## config.mk

```make
export PLATFORM = sky130hd
export DESIGN_NAME = antialiased_glyph_pixel_blender
export DESIGN_NICKNAME = d
export VERILOG_FILES = /design/src/hdl/agpb_pkg.sv /design/src/hdl/antialiased_glyph_pixel_blender.sv /design/src/hdl/agpb_cfg_regs.sv /design/src/hdl/agpb_ctrl.sv /design/src/hdl/agpb_datapath.sv
export SDC_FILE = /design/constraint.sdc
export NUM_CORES = 2
export LEC_CHECK = 0
export ABC_AREA = 1
export BUFFER_PORTS_ARGS = -buffer_cell sky130_fd_sc_hd__clkbuf_2
export CAP_MARGIN = 25
export CORE_ASPECT_RATIO = 1.25
export CORE_MARGIN = 3
export CORE_UTILIZATION = 40
export DETAILED_ROUTE_END_ITERATION = 16
export PLACE_DENSITY_LB_ADDON = 0.1
export SKIP_CTS_REPAIR_TIMING = 1
export SLEW_MARGIN = 20
export SYNTH_ARGS = -nofsm -noshare
export SYNTH_HDL_FRONTEND = slang
export SYNTH_SLANG_ARGS = --single-unit
export TNS_END_PERCENT = 1
```

## constraint.sdc

```tcl
create_clock -name clk -period 7.9 [get_ports clk]
set_clock_uncertainty 0.1 [all_clocks]
set_input_delay 2.37 -clock clk [delete_from_list [all_inputs] [get_ports clk]]
set_output_delay 2.37 -clock clk [all_outputs]
set_load 0.1 [all_outputs]
```

## src/hdl/agpb_pkg.sv

```systemverilog
// Shared types, constants and lookup functions of the antialiased glyph pixel blender.
// Used by every module of the block; depends on nothing else.
package agpb_pkg;

  // Limits of the glyph in pixels.
  localparam int unsigned MAX_GLYPH_WIDTH  = 128;
  localparam int unsigned MAX_GLYPH_HEIGHT = 128;

  // Reciprocal multiplication: floor(x / m) = (x * R) >> RECIP_SHIFT for every
  // product x below 2^14 and every coverage maximum m up to 255.
  localparam int unsigned RECIP_SHIFT = 22;
  localparam int unsigned RECIP_W     = 23;
  localparam int unsigned PROD_W      = 14;

  // Register indexes of the configuration port.
  typedef enum logic [2:0] {
    REG_FG_COLOR         = 3'd0,
    REG_BG_COLOR         = 3'd1,
    REG_TRANSPARENT_MODE = 3'd2,
    REG_BITS_PER_PIXEL   = 3'd3,
    REG_GLYPH_WIDTH      = 3'd4
  } cfg_reg_t;

  // Controller states.
  typedef enum logic {
    ST_IDLE  = 1'b0,
    ST_SPLIT = 1'b1
  } ctrl_state_t;

  // Configuration register contents.
  typedef struct packed {
    logic [15:0] fg_color;
    logic [15:0] bg_color;
    logic        transparent_mode;
    logic [3:0]  bits_per_pixel;
    logic [7:0]  glyph_width;
  } cfg_t;

  // Commands from the controller to the datapath.
  typedef struct packed {
    logic       load;   // take the offered item and advance the counters
    logic       issue;  // send coverage value 'step' into the blend pipeline
    logic [2:0] step;
  } ctrl_cmd_t;

  // Status from the datapath to the controller.
  typedef struct packed {
    logic       adv;       // blend pipeline moves this cycle
    logic [3:0] per_byte;  // coverage values in one byte
  } dp_status_t;

  // Largest coverage value, 2^bpp - 1, for a bpp already limited to 1..8.
  function automatic logic [7:0] cov_max(input logic [3:0] bpp);
    logic [7:0] m;
    case (bpp)
      4'd1:    m = 8'h01;
      4'd2:    m = 8'h03;
      4'd3:    m = 8'h07;
      4'd4:    m = 8'h0f;
      4'd5:    m = 8'h1f;
      4'd6:    m = 8'h3f;
      4'd7:    m = 8'h7f;
      default: m = 8'hff;
    endcase
    return m;
  endfunction

  // Coverage values in one byte, floor(8 / bpp).
  function automatic logic [3:0] pixels_per_byte(input logic [3:0] bpp);
    logic [3:0] n;
    case (bpp)
      4'd1:    n = 4'd8;
      4'd2:    n = 4'd4;
      4'd3:    n = 4'd2;
      4'd4:    n = 4'd2;
      default: n = 4'd1;
    endcase
    return n;
  endfunction

  // ceil(2^RECIP_SHIFT / (2^bpp - 1)).
  function automatic logic [RECIP_W-1:0] recip_of(input logic [3:0] bpp);
    logic [RECIP_W-1:0] r;
    case (bpp)
      4'd1:    r = RECIP_W'(4194304);
      4'd2:    r = RECIP_W'(1398102);
      4'd3:    r = RECIP_W'(599187);
      4'd4:    r = RECIP_W'(279621);
      4'd5:    r = RECIP_W'(135301);
      4'd6:    r = RECIP_W'(66577);
      4'd7:    r = RECIP_W'(33027);
      default: r = RECIP_W'(16449);
    endcase
    return r;
  endfunction

endpackage

```

## src/hdl/antialiased_glyph_pixel_blender.sv

```systemverilog
// Top level of the antialiased glyph pixel blender: stream ports, configuration port,
// register bank, controller and datapath. Depends on agpb_pkg and the agpb_* modules.
//
// Each input item is one packed glyph bitmap byte; it is split into floor(8/bpp)
// coverage values, most significant first, and each value that lands inside the glyph
// width (and is not zero in transparent mode) yields one blended RGB565 pixel with its
// column and row. An item is taken while the controller is idle, then it goes one step
// per coverage value through the shared blend pipeline, whatever the number of pixels
// it gives; the next item waits for its last step. Pixels pass stage 1, stage 2 and
// the output register; a stalled output holds the whole blend pipeline and the steps.
// The last pixel of each item carries tlast. No clearing pass follows reset.
module antialiased_glyph_pixel_blender (
  input  logic        clk,
  input  logic        rst_n,
  // input items
  input  logic        in_tvalid,
  output logic        in_tready,
  input  logic [7:0]  in_tdata,   // [7:0] bitmap_byte
  input  logic        in_tuser,   // [0] glyph_start
  // result items
  output logic        out_tvalid,
  input  logic        out_tready,
  output logic [31:0] out_tdata,  // [15:0] pixel_color, [22:16] pixel_column,
                                  // [29:23] pixel_row, [31:30] zero
  output logic        out_tlast,  // last_of_byte
  // configuration writes
  input  logic        cfg_we,
  input  logic [2:0]  cfg_index,
  input  logic [15:0] cfg_wdata
);

  agpb_pkg::cfg_t       cfg;
  agpb_pkg::ctrl_cmd_t  cmd;
  agpb_pkg::dp_status_t status;
  logic [15:0]          pixel_color;
  logic [6:0]           pixel_column;
  logic [6:0]           pixel_row;

  agpb_cfg_regs u_cfg (
    .clk       (clk),
    .rst_n     (rst_n),
    .cfg_we    (cfg_we),
    .cfg_index (cfg_index),
    .cfg_wdata (cfg_wdata),
    .cfg       (cfg)
  );

  agpb_ctrl u_ctrl (
    .clk       (clk),
    .rst_n     (rst_n),
    .in_tvalid (in_tvalid),
    .in_tready (in_tready),
    .status    (status),
    .cmd       (cmd)
  );

  agpb_datapath u_dp (
    .clk        (clk),
    .rst_n      (rst_n),
    .cfg        (cfg),
    .cmd        (cmd),
    .status     (status),
    .in_byte    (in_tdata),
    .in_start   (in_tuser),
    .out_valid  (out_tvalid),
    .out_ready  (out_tready),
    .out_color  (pixel_color),
    .out_column (pixel_column),
    .out_row    (pixel_row),
    .out_last   (out_tlast)
  );

  // Pack the pixel fields, first field in the lowest bits.
  assign out_tdata = {2'b00, pixel_row, pixel_column, pixel_color};

endmodule

```

## src/hdl/agpb_cfg_regs.sv

```systemverilog
// Configuration register bank of the glyph pixel blender.
// Depends on agpb_pkg for the register indexes and the cfg_t record.
module agpb_cfg_regs (
  input  logic              clk,
  input  logic              rst_n,
  input  logic              cfg_we,
  input  logic [2:0]        cfg_index,
  input  logic [15:0]       cfg_wdata,
  output agpb_pkg::cfg_t    cfg
);

  agpb_pkg::cfg_t cfg_r;
  agpb_pkg::cfg_t cfg_nxt;

  // Decode the write; an index beyond the list changes nothing.
  always_comb begin
    cfg_nxt = cfg_r;
    if (cfg_we) begin
      case (agpb_pkg::cfg_reg_t'(cfg_index))
        agpb_pkg::REG_FG_COLOR:         cfg_nxt.fg_color         = cfg_wdata;
        agpb_pkg::REG_BG_COLOR:         cfg_nxt.bg_color         = cfg_wdata;
        agpb_pkg::REG_TRANSPARENT_MODE: cfg_nxt.transparent_mode = cfg_wdata[0];
        agpb_pkg::REG_BITS_PER_PIXEL:   cfg_nxt.bits_per_pixel   = cfg_wdata[3:0];
        agpb_pkg::REG_GLYPH_WIDTH:      cfg_nxt.glyph_width      = cfg_wdata[7:0];
        default: ;
      endcase
    end
  end

  always_ff @(posedge clk) begin
    if (!rst_n) begin
      cfg_r.fg_color         <= 16'hffff;
      cfg_r.bg_color         <= 16'h0000;
      cfg_r.transparent_mode <= 1'b0;
      cfg_r.bits_per_pixel   <= 4'd4;
      cfg_r.glyph_width      <= 8'd8;
    end else begin
      cfg_r <= cfg_nxt;
    end
  end

  assign cfg = cfg_r;

endmodule

```

## src/hdl/agpb_ctrl.sv

```systemverilog
// Controller of the glyph pixel blender: takes an item, then steps through its
// coverage values one per pipeline advance. Depends on agpb_pkg.
module agpb_ctrl (
  input  logic                   clk,
  input  logic                   rst_n,
  input  logic                   in_tvalid,
  output logic                   in_tready,
  input  agpb_pkg::dp_status_t   status,
  output agpb_pkg::ctrl_cmd_t    cmd
);

  agpb_pkg::ctrl_state_t state_r, state_nxt;
  logic [2:0]            step_r, step_nxt;
  logic                  last_step;

  assign last_step = (step_r == 3'(status.per_byte - 4'd1));

  // Next state and step counter.
  always_comb begin
    state_nxt = state_r;
    step_nxt  = step_r;
    case (state_r)
      agpb_pkg::ST_IDLE: begin
        step_nxt = 3'd0;
        if (in_tvalid) begin
          state_nxt = agpb_pkg::ST_SPLIT;
        end
      end
      agpb_pkg::ST_SPLIT: begin
        if (status.adv) begin
          if (last_step) begin
            state_nxt = agpb_pkg::ST_IDLE;
            step_nxt  = 3'd0;
          end else begin
            step_nxt = step_r + 3'd1;
          end
        end
      end
      default: begin
        state_nxt = agpb_pkg::ST_IDLE;
        step_nxt  = 3'd0;
      end
    endcase
  end

  // Outputs.
  always_comb begin
    in_tready = 1'b0;
    cmd.load  = 1'b0;
    cmd.issue = 1'b0;
    cmd.step  = step_r;
    case (state_r)
      agpb_pkg::ST_IDLE: begin
        in_tready = 1'b1;
        cmd.load  = in_tvalid;
      end
      agpb_pkg::ST_SPLIT: begin
        cmd.issue = status.adv;
      end
      default: ;
    endcase
  end

  always_ff @(posedge clk) begin
    if (!rst_n) begin
      state_r <= agpb_pkg::ST_IDLE;
      step_r  <= 3'd0;
    end else begin
      state_r <= state_nxt;
      step_r  <= step_nxt;
    end
  end

endmodule

```

## src/hdl/agpb_datapath.sv

```systemverilog
// Datapath of the glyph pixel blender: glyph counters, item register and the three-stage
// stallable blend pipeline whose last stage is the output register. Depends on agpb_pkg.
module agpb_datapath (
  input  logic                   clk,
  input  logic                   rst_n,
  input  agpb_pkg::cfg_t         cfg,
  input  agpb_pkg::ctrl_cmd_t    cmd,
  output agpb_pkg::dp_status_t   status,
  input  logic [7:0]             in_byte,
  input  logic                   in_start,
  output logic                   out_valid,
  input  logic                   out_ready,
  output logic [15:0]            out_color,
  output logic [6:0]             out_column,
  output logic [6:0]             out_row,
  output logic                   out_last
);

  localparam int unsigned PW = agpb_pkg::PROD_W;
  localparam int unsigned MW = agpb_pkg::PROD_W + agpb_pkg::RECIP_W;

  // Coverage value at position idx of a byte, counted from the most significant end.
  function automatic logic [7:0] cov_at(input logic [7:0] b, input logic [2:0] idx,
                                        input logic [2:0] top, input logic [3:0] bpp,
                                        input logic [7:0] m);
    logic [2:0] diff;
    logic [6:0] amt;
    diff = top - idx;
    amt  = 7'(diff) * 7'(bpp);
    return (b >> amt[2:0]) & m;
  endfunction

  // Effective configuration with out-of-range values clamped.
  logic [3:0]                   bpp;
  logic [7:0]                   width;
  logic [7:0]                   cmax;
  logic [3:0]                   per_byte;
  logic [2:0]                   top_idx;
  logic [agpb_pkg::RECIP_W-1:0] recip;
  logic [8:0]                   row_bytes;
  logic [11:0]                  row_bits;

  always_comb begin
    if (cfg.bits_per_pixel == 4'd0) begin
      bpp = 4'd1;
    end else if (cfg.bits_per_pixel > 4'd8) begin
      bpp = 4'd8;
    end else begin
      bpp = cfg.bits_per_pixel;
    end
    if (cfg.glyph_width == 8'd0) begin
      width = 8'd1;
    end else if (cfg.glyph_width > 8'(agpb_pkg::MAX_GLYPH_WIDTH)) begin
      width = 8'(agpb_pkg::MAX_GLYPH_WIDTH);
    end else begin
      width = cfg.glyph_width;
    end
    cmax      = agpb_pkg::cov_max(bpp);
    per_byte  = agpb_pkg::pixels_per_byte(bpp);
    top_idx   = 3'(per_byte - 4'd1);
    recip     = agpb_pkg::recip_of(bpp);
    row_bits  = 12'(width) * 12'(bpp) + 12'd7;
    row_bytes = row_bits[11:3];
  end

  // Pipeline advance: the output register is empty or is being taken.
  logic adv;
  logic s3_valid_r;
  assign adv             = !s3_valid_r || out_ready;
  assign status.adv      = adv;
  assign status.per_byte = per_byte;

  // Glyph counters and the item register, all updated when an item is taken.
  logic [7:0] column_count_r, column_count_nxt;
  logic [7:0] byte_in_row_r,  byte_in_row_nxt;
  logic [7:0] row_count_r,    row_count_nxt;
  logic [7:0] byte_r;
  logic [7:0] col_base_r;
  logic [6:0] row_base_r;
  logic [7:0] mask_r, mask_nxt;
  logic [7:0] col_base, bir_base, row_base;
  logic [7:0] room, n_cols, bir_inc;

  always_comb begin
    col_base = in_start ? 8'd0 : column_count_r;
    bir_base = in_start ? 8'd0 : byte_in_row_r;
    row_base = in_start ? 8'd0 : row_count_r;

    // One emit bit per coverage position, most significant position first.
    for (int i = 0; i < 8; i++) begin
      mask_nxt[i] = (4'(i) < per_byte) && ((9'(col_base) + 9'(i)) < 9'(width)) &&
                    !(cfg.transparent_mode &&
                      (cov_at(in_byte, 3'(i), top_idx, bpp, cmax) == 8'd0));
    end

    // Non-padding positions advance the column.
    room = width - col_base;
    if (col_base >= width) begin
      n_cols = 8'd0;
    end else if (room < 8'(per_byte)) begin
      n_cols = room;
    end else begin
      n_cols = 8'(per_byte);
    end

    bir_inc = bir_base + 8'd1;
    if (9'(bir_inc) >= row_bytes) begin
      byte_in_row_nxt  = 8'd0;
      column_count_nxt = 8'd0;
      row_count_nxt    = (row_base < 8'(agpb_pkg::MAX_GLYPH_HEIGHT - 1)) ?
                         row_base + 8'd1 : row_base;
    end else begin
      byte_in_row_nxt  = bir_inc;
      column_count_nxt = col_base + n_cols;
      row_count_nxt    = row_base;
    end
  end

  always_ff @(posedge clk) begin
    if (!rst_n) begin
      column_count_r <= 8'd0;
      byte_in_row_r  <= 8'd0;
      row_count_r    <= 8'd0;
    end else if (cmd.load) begin
      column_count_r <= column_count_nxt;
      byte_in_row_r  <= byte_in_row_nxt;
      row_count_r    <= row_count_nxt;
    end
  end

  always_ff @(posedge clk) begin
    if (cmd.load) begin
      byte_r     <= in_byte;
      col_base_r <= col_base;
      row_base_r <= row_base[6:0];
      mask_r     <= mask_nxt;
    end
  end

  // Stage 1: coverage-weighted channel products.
  logic [7:0]  cov, inv_cov;
  logic [5:0]  fg_ch [3];
  logic [5:0]  bg_ch [3];
  logic        emit, emit_last;
  logic [7:0]  later_mask;

  assign fg_ch[0] = {1'b0, cfg.fg_color[15:11]};
  assign fg_ch[1] = cfg.fg_color[10:5];
  assign fg_ch[2] = {1'b0, cfg.fg_color[4:0]};
  assign bg_ch[0] = {1'b0, cfg.bg_color[15:11]};
  assign bg_ch[1] = cfg.bg_color[10:5];
  assign bg_ch[2] = {1'b0, cfg.bg_color[4:0]};

  assign cov        = cov_at(byte_r, cmd.step, top_idx, bpp, cmax);
  assign inv_cov    = cmax - cov;
  assign emit       = mask_r[cmd.step];
  assign later_mask = (mask_r >> cmd.step) >> 1;
  assign emit_last  = emit && (later_mask == 8'd0);

  logic          s1_valid_r;
  logic [PW-1:0] s1_pf_r [3];
  logic [PW-1:0] s1_pb_r [3];
  logic [7:0]    s1_col_r;
  logic [6:0]    s1_row_r;
  logic          s1_last_r;

  always_ff @(posedge clk) begin
    if (!rst_n) begin
      s1_valid_r <= 1'b0;
    end else if (adv) begin
      s1_valid_r <= cmd.issue && emit;
    end
  end

  always_ff @(posedge clk) begin
    if (adv) begin
      for (int c = 0; c < 3; c++) begin
        s1_pf_r[c] <= PW'(fg_ch[c]) * PW'(cov);
        s1_pb_r[c] <= PW'(bg_ch[c]) * PW'(inv_cov);
      end
      s1_col_r  <= col_base_r + 8'(cmd.step);
      s1_row_r  <= row_base_r;
      s1_last_r <= emit_last;
    end
  end

  // Stage 2: division by the coverage maximum through its reciprocal.
  logic          s2_valid_r;
  logic [5:0]    s2_qf_r [3];
  logic [5:0]    s2_qb_r [3];
  logic [7:0]    s2_col_r;
  logic [6:0]    s2_row_r;
  logic          s2_last_r;
  logic [MW-1:0] mul_f [3];
  logic [MW-1:0] mul_b [3];

  always_comb begin
    for (int c = 0; c < 3; c++) begin
      mul_f[c] = MW'(s1_pf_r[c]) * MW'(recip);
      mul_b[c] = MW'(s1_pb_r[c]) * MW'(recip);
    end
  end

  always_ff @(posedge clk) begin
    if (!rst_n) begin
      s2_valid_r <= 1'b0;
    end else if (adv) begin
      s2_valid_r <= s1_valid_r;
    end
  end

  always_ff @(posedge clk) begin
    if (adv) begin
      for (int c = 0; c < 3; c++) begin
        s2_qf_r[c] <= 6'(mul_f[c] >> agpb_pkg::RECIP_SHIFT);
        s2_qb_r[c] <= 6'(mul_b[c] >> agpb_pkg::RECIP_SHIFT);
      end
      s2_col_r  <= s1_col_r;
      s2_row_r  <= s1_row_r;
      s2_last_r <= s1_last_r;
    end
  end

  // Stage 3: channel sums packed into RGB565 in the output register.
  logic [6:0]  sum_ch [3];
  logic [15:0] s3_color_r;
  logic [7:0]  s3_col_r;
  logic [6:0]  s3_row_r;
  logic        s3_last_r;

  always_comb begin
    for (int c = 0; c < 3; c++) begin
      sum_ch[c] = 7'(s2_qf_r[c]) + 7'(s2_qb_r[c]);
    end
  end

  always_ff @(posedge clk) begin
    if (!rst_n) begin
      s3_valid_r <= 1'b0;
    end else if (adv) begin
      s3_valid_r <= s2_valid_r;
    end
  end

  always_ff @(posedge clk) begin
    if (adv) begin
      s3_color_r <= {sum_ch[0][4:0], sum_ch[1][5:0], sum_ch[2][4:0]};
      s3_col_r   <= s2_col_r;
      s3_row_r   <= s2_row_r;
      s3_last_r  <= s2_last_r;
    end
  end

  assign out_valid  = s3_valid_r;
  assign out_color  = s3_color_r;
  assign out_column = s3_col_r[6:0];
  assign out_row    = s3_row_r;
  assign out_last   = s3_last_r;

  // A coverage value is only issued while the pipeline moves.
  a_issue_on_adv: assert property (@(posedge clk) disable iff (!rst_n)
    cmd.issue |-> adv)
    else $error("coverage value issued into a stalled pipeline");

  // Taking an item and stepping through the previous one never overlap.
  a_load_issue_excl: assert property (@(posedge clk) disable iff (!rst_n)
    !(cmd.load && cmd.issue))
    else $error("item taken while its predecessor is still being split");

  // A delivered pixel never lies in the padding beyond the glyph width.
  a_no_padding_out: assert property (@(posedge clk) disable iff (!rst_n)
    s3_valid_r |-> (s3_col_r < width))
    else $error("padding pixel reached the output");

  // As a pixel that is not the last of its item moves on from stage 1, no new item is taken.
  a_last_then_new: assert property (@(posedge clk) disable iff (!rst_n)
    (adv && s1_valid_r && !s1_last_r) |-> !cmd.load)
    else $error("item ended without a marked last pixel");

endmodule

```

# Word-level counts from Yosys, hierarchy flattened
# Memories as Yosys holds them, arrays and structs flattened.
# Index checks and enable logic that the tools add are counted.
# totals
in_bits	33
out_inout_bits	35
regBits	167
mem_count	4
ramBits	120
# mem_list
name	words	width	read_ports	rd_clocked_by_memory_dff	write_ports	line_no	source
u_dp.s1_pb_r	3	14	3	0	3	agpb_datapath.sv:162	logic [PW-1:0] s1_pb_r [3];
u_dp.s1_pf_r	3	14	3	0	3	agpb_datapath.sv:161	logic [PW-1:0] s1_pf_r [3];
u_dp.s2_qb_r	3	6	3	0	3	agpb_datapath.sv:190	logic [5:0] s2_qb_r [3];
u_dp.s2_qf_r	3	6	3	0	3	agpb_datapath.sv:189	logic [5:0] s2_qf_r [3];
# op_classes
n_lt_le_gt_ge	23
bitwise_logic	10
n_reduce_logical	54
muxes	30
mul	22
shift	10
eq_ne	13
addsub	27
# op_table
cell	count
multiplier 14 x 23 -> 28 bit	6
case mux 23 bit (7 select lines)	1
two-way mux 8 bit	11
zero test 8 bit	10
>> shifter 8 x 3 -> 8 bit	10
bitwise AND 8 bit	9
< comparator 9 x 8 -> 1 bit	7
case mux 8 bit (7 select lines)	1
multiplier 5 x 8 -> 13 bit	4
adder 8 x 3 -> 9 bit, second input constant	4
multiplier 3 x 4 -> 3 bit	9
multiplier 6 x 8 -> 14 bit	2
logical AND 1 bit	26
adder 8 x 2 -> 9 bit, second input constant	2
adder 8 x 1 -> 8 bit, second input constant	2
== test 4 x 3 -> 1 bit, second input constant	4
< comparator 3 x 4 -> 1 bit, first input constant	4
subtractor 8 bit	2
adder 12 x 3 -> 12 bit, second input constant	1
multiplier 8 x 4 -> 12 bit	1
case mux 4 bit (3 select lines)	1
subtractor 3 bit, second input constant	4
adder 5 bit	2
AND reduction 2 bit	5
37 further kinds	61

# Longest topological paths before layout
# depth
ltp_word	15
ltp_mapped	50
ltp_nobuf	47

# Modules after synthesis
# From an unflattened synthesis, not the netlist that was laid out.
# unflattened
hier_cells	7804
area_unflattened_um2	63284.4
# by_module_without_submodules
mod	instances	cells_each	seq_area_each_um2	area_per_inst_um2
agpb_datapath	1	7497	6636.4	61146.1
agpb_cfg_regs	1	254	900.9	1813.0
agpb_ctrl	1	50	80.1	306.5
antialiased_glyph_pixel_blender	1	3	0.0	18.8

# Worst setup path after synthesis
# Ideal clock, no wire load.
# synth_timing
path_type	register to register
from	register u_cfg.cfg_r (netlist bit u_cfg.cfg[10])
to	memory u_dp.s1_pb_r[0][11] in the netlist's numbering, data pin
setup_slack_ns	-0.371
period_less_slack_ns	8.271
t_arrival_ns	7.911
path_stages_with_launch	46
setup_ns	0.260
path_cell_list	dfxtp_1 > inv_2 > nand3_1 > nand2_1 > nand2_1 > buf_2 > clkinv_1 > ha_1 > nand2_1 > buf_4 > nand2_2 > nor2_4 > ha_1 > fa_1 > nor2_1 > ha_1 > xor2_1 > inv_1 > (+10 left out) > clkbuf_1 > nand2_1 > fa_1 > fa_1 > fa_1 > inv_1 > ha_1 > a21o_1 > a31oi_1 > o21ai_0 > nand2_1 > nand2_1 > a21oi_1 > inv_1 > a21oi_1 > nor2_1 > nor2_1 > xor2_1
# synth_rtl
element	line_no	source
from (decl)	agpb_cfg_regs.sv:12	agpb_pkg::cfg_t cfg_r;
from (signal assigned)	agpb_cfg_regs.sv:38	cfg_r <= cfg_nxt;
to (decl)	agpb_datapath.sv:162	

==> impl_metrics.yaml <==
detailed_routing:
  route.top_layer_used: "met4"
  wl_met1_um: 86500
  drtPass1Iterations: 6
  wl_per_cell_um: 20.9
  drt-initial-drc-count: 3091
  finalWirelength_um: 203000
  wl_met2_um: 99500
  met3WireLength_um: 9740
  vias: 48801
  ant_nets: 0
  drc: 0
  viasPerCell: 5.03
critical_path:
  crit_path_max_fanout: 23
  cp-start-kind: "flop"
  r2r_end: "u_dp.s2_qb_r[0][11]"
  endpoint_kind: "flop"
  crit_start: "u_cfg.cfg[10]"
  reg2reg_slack_ns: 0.43
  cp_slowest_stage_delay_ns: 0.55
  critPathSlowestCell: "fa_1"
  critical_path_required_ns: 8.15
  crit_type: "flop to flop"
  rr_startpoint: "u_cfg.cfg[10]"
  reg2regPathDepth: 33
  critPathMostFrequentCell: "fa_1"
  worstPathArrival_ns: 7.73
placement:
  dp_cells: 9629
  gp_congestion: 0.924
  hpwl_um: 167000
  portBuffers: 65
  place_area_um2: 65800
pwr:
  power_density_nw_per_um2: 252
  intPower_mw: 7.73
  swShare_pct: 54.3
  p_seq_share_pct: 14.7
  leakage_nw: 36.5
  power_switching_mw: 9.20
  combPwrFrac_pct: 74.3
  worst_ir_drop_vdd_v: 0.000299
  power.share.clock_pct: 11.0
yosys:
  syn_inst: 7568
  ys_ff_latch: 279
  synthArstFlopShare_pct: 0
  synth_fa_ha_area_share_pct: 50.4
  synthSimpleGateAreaFrac_pct: 14.8
  netlist_area_um2: 62400
  ys_seq_area_share_pct: 12.2
  yosys.cell_count.top_type: "inv_1"
  post-synth-top-area-fraction_pct: 32.0
  synth_ff_type: "edfxtp_1"
  synth_top_family_by_area: "adder cells"
  avgSynthCellArea_um2: 8.25
  synthTopCellsByCount: "inv_1 (1,942), nand2_1 (1,088), fa_1 (998)"
  synth-edff-count: 203
  yosysUniqueCellTypes: 60
  ys_top_cells_by_area: "fa_1 (32%), ha_1 (18%), inv_1 (12%)"
  synth.area.mux_share_pct: 0.0642
  yosys_warnings: 0
  synth_xor_area_share_pct: 3.78
  synth_compound_area_share_pct: 5.73
  yosysTopAreaCell: "fa_1"
floorplanning:
  die_x_um: 359
  core_um2: 155000
  die_h_um: 448
  num_rows: 161
  start_util_pct: 40.4
  die_area_um2: 161000
  io_pins: 68
worst_hold_path:
  min_from: "u_dp.s2_col_r[6]"
  whs_path_depth: 0
  hold-path-endpoint: "u_dp.s3_col_r[6]"
  hp-class: "flop to flop"
sta:
  hold_viol_final: 0
  slew_viol_final: 0
  rsz0062_at_grt: "true"
  final.min_clock_period_ns: 7.47
  fin_crit_sh_pct: 94.6
  max_freq_ghz: 0.134
  max_slew_margin_pct: 35.1
  setup_viol: 0
  tightest_slew_ns: 0.973
global_route:
  grt_max_degree: 121
  grt_pass1_vias: 51988
  grt_first_pass_wirelength_um: 313000
  grt_antenna_before_repair: 0
  track_usage_pct: 25.5
  grt-ovfl-total: 0
outcome:
  outcome: "finished, final reports clean"
clock_tree:
  clock-root-buffer: "clkbuf_16"
  cts_tree: "built"
  clk_path_buf_depth: 3
  cts_buffers: 39
  clock_latency_ns: 0.62
  clk_pin_slew_ns: 0.06
  cts_sinks: 279
  cts-htree-levels: 2
layout:
  final_nets: 9587
  synthToLayoutAreaGrowth_pct: 7.73
  seqCellArea_um2: 7620
  drive_above_1_share_pct: 4.54
  fill_cells: 15762
  instances_no_fill: 9708
  multiInputGateArea_um2: 46800
  fin_area_um2: 67200
run:
  drv_cap: 0
==> critical path, delay by kind of cell (launching register included) <==
family | cells | cell delay (ns)
flip-flops | 1 | 0.36
AO/OA/AOI/OAI | 3 | 0.71
AND/OR/NAND/NOR | 11 | 1.11
XOR/XNOR | 1 | 0.11
buffers and inverters | 10 | 1.22
adder cells (fa/ha/maj) | 8 | 3.57
==> registers in the layout, summed over array words and instances (netlist names), 8 cells and up <==
register	count
u_dp.s2_qb_r	16
u_dp.byte_r	8
u_dp.s2_qf_r	16
u_dp.byte_in_row_r	8
u_dp.column_count_r	8
u_dp.s1_pf_r	40
u_dp.out_color	16
u_cfg.cfg	45
u_dp.mask_r	8
u_dp.s1_pb_r	40
u_dp.row_count_r	8
==> layer usage <==
metal,global-route usage [%],vias up
li1,-,22992
met1,33.2,24239
met2,44.9,1284
met3,2.49,286
met4,7.52,0
met5,0,-
==> worst max path at each step <==
stage / end / slack [ns] / depth (start not counted)
2_1_floorplan: u_dp.s1_pb_r[0][11] / 0.03 / 45
3_3_place_gp: u_dp.s1_pb_r[0][12] / 0.18 / 45
3_5_place_dp: u_dp.s2_qb_r[0][16] / 0.19 / 34
4_1_cts: u_dp.s2_qb_r[0][16] / 0.18 / 34
5_1_grt: u_dp.s2_qf_r[0][2] / -0.03 / 29
6_report: u_dp.s2_qb_r[0][11] / 0.43 / 33
==> per-stage QoR <==
step | total power, mW | setup WS (ns) | hold WS [ns] | TNS (ns) | utilization, %
floorplan | 11.2 | 0.0345 | 0.300 | 0 | -
finish | 16.9 | 0.427 | 0.315 | 0 | 43.5
global placement | 15.1 | 0.183 | 0.302 | 0 | 42.6
detailed placement | 15.1 | 0.188 | 0.305 | 0 | 42.6
CTS | 17.2 | 0.180 | 0.318 | 0 | 43.4
global route | 18.9 | -0.0329 | 0.330 | -0.0389 | 43.5
==> cell type report <==
type / instances / area share, %
clock inverters: 22 / 0.348
well taps: 2037 / 3.79
repair buffers: 201 / 2.28
multi-input cells: 5136 / 69.5
clock buffers: 50 / 1.61
inverters: 1982 / 11.1
flip-flops and latches: 279 / 11.3
diodes: 1 / 0.00372
==> kinds of logic after synthesis <==
group,after synthesis
and+or+nand+nor,2307
buffers and inverters,2158
adders and majority gates,1915
AOI/OAI and AO/OA,634
DFF,279
xor gates and xnor gates,269
muxes,4
other,2
==> layout by cell type (no fill, tap or decap), types with 23 or more instances in the layout <==
cell	Yosys	final
clkbuf_16	0	43
nand2_1	1088	1083
nand3_1	131	131
xor2_1	184	184
inv_2	18	23
fa_1	998	998
inv_1	1942	1935
o21bai_1	25	25
o21ai_0	196	196
clkbuf_2	3	65
nand4_1	34	34
dfxtp_1	76	74
nor2_1	954	952
xnor2_1	85	85
nor3_1	34	34
o211ai_1	34	34
edfxtp_1	203	203
ha_1	917	915
buf_4	3	121
a21oi_1	274	272
==> power groups by stage <==
stage | logic, mW | clock network, mW | registers (mW)
final | 12.6 | 1.86 | 2.49
after global routing | 14.4 | 1.98 | 2.51
after CTS | 12.8 | 1.95 | 2.49
after detailed placement | 12.6 | 0 | 2.51
after global placement | 12.6 | 0 | 2.52
after floorplan | 8.61 | 0 | 2.63
Power figures use the tool's default switching activity.
